[src/design/trs_pkg.sv]
// Shared types and constants of the TRS transform matrix composer.
package trs_pkg;

  // Number of CORDIC micro-rotations, 8 to 24.
  localparam int TRIG_ITERATIONS = 16;
  localparam int ATAN_ENTRIES    = 24;

  // Latency of the sine/cosine unit: range reduction, iterations, rounding.
  localparam int CORDIC_LAT = TRIG_ITERATIONS + 2;
  // Register stages from acceptance to the saturated matrix entries.
  localparam int PIPE_DEPTH = CORDIC_LAT + 5;

  // Datapath widths.
  localparam int XY_W   = 33;
  localparam int Z_W    = 26;
  localparam int R_W    = 15;
  localparam int TRIG_W = 17;

  // Angle constants in Q9.6 degrees.
  localparam int DEG90  = 5760;
  localparam int DEG180 = 11520;
  localparam int DEG270 = 17280;
  localparam int DEG360 = 23040;

  localparam int ONE_Q15 = 32768;

  // CORDIC gain in Q2.30.
  localparam logic signed [XY_W-1:0] CORDIC_GAIN = 33'sd652032874;

  // Arctangent of 2^-i in units of 2^-16 degree.
  localparam logic signed [Z_W-1:0] ATAN_TAB [ATAN_ENTRIES] = '{
    26'sd2949120, 26'sd1740967, 26'sd919879, 26'sd466945, 26'sd234379, 26'sd117304,
    26'sd58666, 26'sd29335, 26'sd14668, 26'sd7334, 26'sd3667, 26'sd1833,
    26'sd917, 26'sd458, 26'sd229, 26'sd115, 26'sd57, 26'sd29,
    26'sd14, 26'sd7, 26'sd4, 26'sd2, 26'sd1, 26'sd0
  };

  // One input transaction.
  typedef struct packed {
    logic signed [31:0] trans_x;
    logic signed [31:0] trans_y;
    logic signed [31:0] trans_z;
    logic signed [15:0] angle_x;
    logic signed [15:0] angle_y;
    logic signed [15:0] angle_z;
    logic signed [31:0] scale_x;
    logic signed [31:0] scale_y;
    logic signed [31:0] scale_z;
  } trs_in_t;

  // One result transaction: one matrix column.
  typedef struct packed {
    logic [1:0]         column_index;
    logic signed [31:0] row0_value;
    logic signed [31:0] row1_value;
    logic signed [31:0] row2_value;
    logic               last_column;
  } trs_out_t;

  // Cosine and sine of one angle in units of 2^-15.
  typedef struct packed {
    logic signed [TRIG_W-1:0] cos_v;
    logic signed [TRIG_W-1:0] sin_v;
  } trs_trig_t;

endpackage

[src/design/trs_cordic.sv]
// Pipelined degree-domain CORDIC giving cosine and sine of one Q9.6 angle.
module trs_cordic (
  input  logic               clk,
  input  logic signed [15:0] angle,
  output trs_pkg::trs_trig_t trig
);
  import trs_pkg::*;

  typedef enum logic [1:0] {
    SP_NONE  = 2'd0,
    SP_ZERO  = 2'd1,
    SP_POS90 = 2'd2,
    SP_NEG90 = 2'd3
  } trs_special_t;

  localparam logic signed [R_W-1:0] R_POS90 = R_W'(DEG90);
  localparam logic signed [R_W-1:0] R_NEG90 = R_W'(-DEG90);
  localparam logic signed [TRIG_W-1:0] T_ONE = TRIG_W'(ONE_Q15);
  localparam logic signed [TRIG_W-1:0] T_MONE = TRIG_W'(-ONE_Q15);

  logic [16:0]            wrap_v;
  logic [16:0]            red_a;
  logic signed [R_W-1:0]  red_r;
  logic                   red_neg;
  trs_special_t           red_sp;

  logic signed [R_W-1:0]  r0_r;
  logic                   ng0_r;
  trs_special_t           sp0_r;

  logic signed [XY_W-1:0] x_r [TRIG_ITERATIONS];
  logic signed [XY_W-1:0] y_r [TRIG_ITERATIONS];
  logic signed [Z_W-1:0]  z_r [TRIG_ITERATIONS];
  logic                   ng_r [TRIG_ITERATIONS];
  trs_special_t           sp_r [TRIG_ITERATIONS];

  logic signed [XY_W-1:0] x_rnd;
  logic signed [XY_W-1:0] y_rnd;
  trs_trig_t              trig_nxt;
  trs_trig_t              trig_r;

  // Round half up to 2^-15 and clamp to plus or minus one.
  function automatic logic signed [TRIG_W-1:0] clamp_trig(input logic signed [XY_W-1:0] v);
    logic signed [XY_W-1:0] s;
    s = (v + 33'sd16384) >>> 15;
    if (s > 33'sd32768) begin
      return T_ONE;
    end else if (s < -33'sd32768) begin
      return T_MONE;
    end
    return s[TRIG_W-1:0];
  endfunction

  // Bring the angle into 0..360 degrees, then fold it into -90..90 degrees.
  always_comb begin
    wrap_v = 17'($signed({angle[15], angle}) + 18'sd46080);
    if (wrap_v >= 17'(3 * DEG360)) begin
      red_a = wrap_v - 17'(3 * DEG360);
    end else if (wrap_v >= 17'(2 * DEG360)) begin
      red_a = wrap_v - 17'(2 * DEG360);
    end else if (wrap_v >= 17'(DEG360)) begin
      red_a = wrap_v - 17'(DEG360);
    end else begin
      red_a = wrap_v;
    end
    red_neg = 1'b0;
    if (red_a > 17'(DEG90) && red_a < 17'(DEG270)) begin
      red_r   = R_W'(17'(DEG180) - red_a);
      red_neg = 1'b1;
    end else if (red_a >= 17'(DEG270)) begin
      red_r = R_W'(red_a - 17'(DEG360));
    end else begin
      red_r = R_W'(red_a);
    end
    if (red_r == '0) begin
      red_sp = SP_ZERO;
    end else if (red_r == R_POS90) begin
      red_sp = SP_POS90;
    end else if (red_r == R_NEG90) begin
      red_sp = SP_NEG90;
    end else begin
      red_sp = SP_NONE;
    end
  end

  // Range reduction register.
  always_ff @(posedge clk) begin
    r0_r  <= red_r;
    ng0_r <= red_neg;
    sp0_r <= red_sp;
  end

  // One micro-rotation per stage.
  for (genvar i = 0; i < TRIG_ITERATIONS; i++) begin : g_iter
    logic signed [XY_W-1:0] xin;
    logic signed [XY_W-1:0] yin;
    logic signed [Z_W-1:0]  zin;
    logic                   ngin;
    trs_special_t           spin;
    logic signed [XY_W-1:0] dx;
    logic signed [XY_W-1:0] dy;

    if (i == 0) begin : g_first
      assign xin  = CORDIC_GAIN;
      assign yin  = '0;
      assign zin  = {r0_r[R_W-1], r0_r, 10'b0};
      assign ngin = ng0_r;
      assign spin = sp0_r;
    end else begin : g_next
      assign xin  = x_r[i-1];
      assign yin  = y_r[i-1];
      assign zin  = z_r[i-1];
      assign ngin = ng_r[i-1];
      assign spin = sp_r[i-1];
    end

    assign dx = yin >>> i;
    assign dy = xin >>> i;

    always_ff @(posedge clk) begin
      if (zin >= 0) begin
        x_r[i] <= xin - dx;
        y_r[i] <= yin + dy;
        z_r[i] <= zin - ATAN_TAB[i];
      end else begin
        x_r[i] <= xin + dx;
        y_r[i] <= yin - dy;
        z_r[i] <= zin + ATAN_TAB[i];
      end
      ng_r[i] <= ngin;
      sp_r[i] <= spin;
    end
  end

  // Final rounding, exact values at multiples of 90 degrees, quadrant sign.
  assign x_rnd = x_r[TRIG_ITERATIONS-1];
  assign y_rnd = y_r[TRIG_ITERATIONS-1];

  always_comb begin
    unique case (sp_r[TRIG_ITERATIONS-1])
      SP_ZERO: begin
        trig_nxt.cos_v = T_ONE;
        trig_nxt.sin_v = '0;
      end
      SP_POS90: begin
        trig_nxt.cos_v = '0;
        trig_nxt.sin_v = T_ONE;
      end
      SP_NEG90: begin
        trig_nxt.cos_v = '0;
        trig_nxt.sin_v = T_MONE;
      end
      default: begin
        trig_nxt.cos_v = clamp_trig(x_rnd);
        trig_nxt.sin_v = clamp_trig(y_rnd);
      end
    endcase
    if (ng_r[TRIG_ITERATIONS-1]) begin
      trig_nxt.cos_v = -trig_nxt.cos_v;
    end
  end

  always_ff @(posedge clk) begin
    trig_r <= trig_nxt;
  end

  assign trig = trig_r;

endmodule

[config.mk]
export PLATFORM = sky130hd
export DESIGN_NAME = trs_cordic
export DESIGN_NICKNAME = d
export VERILOG_FILES = /design/src/design/trs_pkg.sv /design/src/design/trs_cordic.sv
export SDC_FILE = /design/constraint.sdc
export NUM_CORES = 2
export LEC_CHECK = 0
export BUFFER_PORTS_ARGS = -buffer_cell sky130_fd_sc_hd__clkbuf_2
export CELL_PAD_IN_SITES_DETAIL_PLACEMENT = 0
export CELL_PAD_IN_SITES_GLOBAL_PLACEMENT = 1
export CORE_MARGIN = 2
export CORE_UTILIZATION = 25
export DETAILED_ROUTE_END_ITERATION = 12
export GPL_ROUTABILITY_DRIVEN = 0
export HOLD_SLACK_MARGIN = 0.08
export PLACE_DENSITY_LB_ADDON = 0.2
export SYNTH_ARGS = -nofsm -noshare
export SYNTH_HDL_FRONTEND = slang
export SYNTH_SLANG_ARGS = --single-unit
[constraint.sdc]
create_clock -name clk -period 6 [get_ports clk]
set_input_delay 1.2 -clock clk [delete_from_list [all_inputs] [get_ports clk]]
set_output_delay 1.2 -clock clk [all_outputs]
set_load 0.02 [all_outputs]
==> results by stage <==
Timing:
- In the finished design, the share of the clock period the worst path needs comes to between 90% and 100%.
- On the final layout, the worst clock skew is between 80 and 90 ps.
- Setup repair after global routing left no endpoint under its margin.
- The worst hold-check slack is 309 ps.
- The final count of pins violating max slew is 0.
- The final number of hold-violating endpoints is 0.
- For the finished layout, the period the worst path requires is 5570 ps.
- The upper clock frequency limit is ~0.18 GHz.
- The final count of negative-setup-slack endpoints is 0.
- The worst pin sits at a relative slew slack of between 20 and 30%.
- For the pin with the worst max-slew slack, the measured transition is 1050 ps.

Yosys:
- Yosys mapped a number of flops with a built-in enable equal to 0.
- After synthesis, the share of flip-flops with an asynchronous set or reset is 0%.
- The total of flip-flops plus latches after synthesis is ~1400.
- The total of warnings raised by yosys is 0.
- The top-area cell type share of the netlist area is about 28%.
- In the post-synthesis netlist, the biggest area contributors are dfxtp_1, ha_1, xnor2_1.
- The number of unique standard cell types used by synthesis is between 100 and 150.
- The area of the mapped netlist is 98000 µm².
- dfxtp_1 takes more of the synthesized area than any other cell.
- In the synthesized netlist the dominant register cell turns out to be dfxtp_1.
- The share of synthesized area occupied by flip-flops and latches is around 28%.
- The mean cell area of the mapped netlist is 8.57 µm².
- The net count after synthesis is 12800.
- Ranked by instance count, the synthesized netlist is headed by dfxtp_1, ha_1, xnor2_1.
- The most frequent cell after synthesis is dfxtp_1.
- The post-synthesis cell count is about 11000.

Floorplan:
- The die covers 397000 µm².
- The I/O pin count is 51.
- The die extent in x is 630 µm.
- The core footprint is about 390000 µm².
- The effective utilization at floorplan is 25.1%.
- The y dimension of the die is about 630 µm.
- After floorplanning, the core was divided into about 230 placement rows.

Clocking:
- The buffer depth of the longest clock path is 4.
- The count of buffers added by post-CTS timing repair for setup is 0.
- Clock tree synthesis found a total of 1372 sinks.
- The maximum level of the CTS H-tree is 4.
- The later pin in the worst-skew pair is clocked with a latency of around 900 ps.
- The number of buffers created by CTS is 182.
- The number of buffers added to fix hold violations after cts is 0.
- The root buffer cell chosen for the clock tree is clkbuf_16.
- TritonCTS built the clock tree.
- After clock tree synthesis, the clock-pin slew on the worst setup and hold paths is ~60 ps.

Detailed routing:
- After detailed routing, the total wire length is 292000 µm.
- The total iterations of the first detailed-routing run is 5.
- The wire length per cell after detailed routing is ~17 µm.
- The vias per cell is ~4.8.
- The detail route stage leaves a number of antenna-violating nets equal to 0.
- The routed layout has around 80000 vias.
- For this run, design rule violations remaining after detail routing come to 0.
- The number of DRC markers in iteration 0 is 4000.

Critical path:
- The source of the worst register-to-register timing path is z_r[0][155].
- The data required time of the worst path is just under 7000 ps.
- The kind of start point of the critical path is a flop.
- At the worst endpoint, the arrival time is 6350 ps.
- The most critical setup path has its startpoint at z_r[0][155].
- The largest driver fanout on the critical path is around 40.
- The kind of critical path is reg -> reg.
- STA classifies the critical path endpoint as a flop.

Run status:
- The flow ran to the end, and the final reports show no timing, DRC or antenna violations.

Worst hold path:
- The startpoint of the tightest hold check path is z_r[0][183].
- The worst min-delay path class is reg -> reg.

Global routing:
- The global-route wire length before repair is 459000 µm.
- The via count of the first global-routing pass came to 80300.
- The total overflow reported by the global router is 0.
- Entering global routing, the biggest net connects slightly below 50 pins.
- In the global route stage, overall resource usage came out at approximately 14%.
- The initial antenna violation count was 5.

Cells and area:
- The post-route netlist has approximately 5.5% of its cells at a drive strength greater than 1.
- The count of filler cells inserted in the layout is slightly above 40000.
- The final net count is between 10000 and 15000.
- The synthesis-to-layout area growth is 13.6%.

Placed design:
- Detailed placement ended at an HPWL of about 240000 µm.
- The total of buffers placed on input and output ports is 50.

Flow run:
- Max-cap violations in this run came to 0.
logic make-up (layout without fill, tap and decap cells):
group	after synthesis	after routing	share of synthesized area (%)
buf+inv	610	942	2.34
compound gates	3114	3114	20.4
mux	67	67	0.710
xor+xnor	1698	1698	15.2
simple gates	3248	3248	16.2
flops	1372	1372	28.0
other cells	0	2	0
fa+ha+maj	1316	1316	17.1
cells in the final DEF, fill, tap and decap left out, types with 35 or more instances in the layout:
cell	netlist	routed
a211oi_1	93	93
a21boi_0	51	50
a21o_1	318	318
a21oi_1	876	876
a31oi_1	91	90
and2_1	67	67
and3_1	95	95
buf_4	0	105
clkbuf_16	0	186
clkbuf_2	0	50
clkinv_2	0	35
dfxtp_1	1372	1366
fa_1	40	40
ha_1	1276	1276
inv_1	445	443
mux2i_1	47	47
nand2_1	675	675
nand2b_1	209	209
nand3_1	257	257
nand4_1	72	72
nor2_1	942	935
nor2b_1	169	169
nor3_1	328	328
nor4_1	102	100
o211ai_1	55	55
o21a_1	185	185
o21ai_0	693	692
o21bai_1	109	109
o31ai_1	209	207
o41ai_1	117	113
or2_2	61	61
or3_1	113	113
or4_1	73	73
xnor2_1	1098	1098
xor2_1	597	596
through the flow:
step | setup WS (ps) | area (µm²) | instances | util, % | setup TNS [ps]
detailed placement | -39.8 | 105000 | 16600 | 26.9 | -39.8
global placement | 15.2 | 105000 | 16600 | 26.9 | 0
floorplan | 315 | 98000 | 11400 | - | 0
global route | 13.6 | 111000 | 17000 | 28.5 | 0
CTS | 49.2 | 111000 | 17000 | 28.5 | 0
finish | 431 | 111000 | 17000 | 28.5 | 0
cell type report:
class                      instances  area [µm²]  share of cell area (%)
sequential                      1372       27500                    24.7
clock inverter                    89         998                   0.898
clock buffer                     240        5120                    4.60
tap                             5197        6500                    5.85
multi-input combinational       9443       68300                    61.4
timing repair buffer             161        1130                    1.01
antenna                            2        5.00                 0.00450
inverter                         452        1700                    1.53
flip-flops by register name, summed over array words and instances, names as in the netlist, 2 cells and up:
register     count
y_r            481
x_r            456
z_r            335
trig            34
sp_r            32
ng_r            16
r0_r            15
g_iter.spin      2
worst max-delay path, stage by stage (launching register included):
cell	delay, ps
dfxtp_1	310
inv_1	140
ha_1	160
nor4b_1	320
nand4_1	170
nor2_1	270
nor2_4	70
inv_1	140
clkbuf_8	370
nor2_1	90
xor2_1	150
ha_1	330
nor2b_1	160
o21ai_0	240
a21oi_1	160
o211ai_1	430
a211oi_1	210
a21o_1	230
o41ai_1	390
o21ai_0	250
o41ai_1	340
buf_4	190
o21ai_0	70
a21oi_1	180
xnor2_1	140
per-layer routing:
metal / share of wire, % / GRT usage [%]
met5: 0 / 0
met4: 2.4 / 3.46
met3: 2.8 / 1.53
met2: 47 / 25.2
met1: 47 / 18.5
final timing paths:
| kind | to | slack, ps | depth (start not counted) |
|---|---|---|---|
| min | z_r[1][1] | 310 | 0 |
| min reg2reg | z_r[1][1] | 310 | 0 |
| max reg2reg | y_r[0][229] | 430 | 24 |
| max | y_r[0][229] | 430 | 24 |
timing repair:
| action | in CTS | in global routing |
|---|---|---|
| gates cloned | 0 | 0 |
| resized for setup | 1 | 26 |
| setup endpoints to repair | 1 | 26 |
| pin swaps | 0 | 0 |
Power is left out: the tool's default activity adds up to more than one toggle a clock period on the data nets, which glitch-free logic cannot reach.
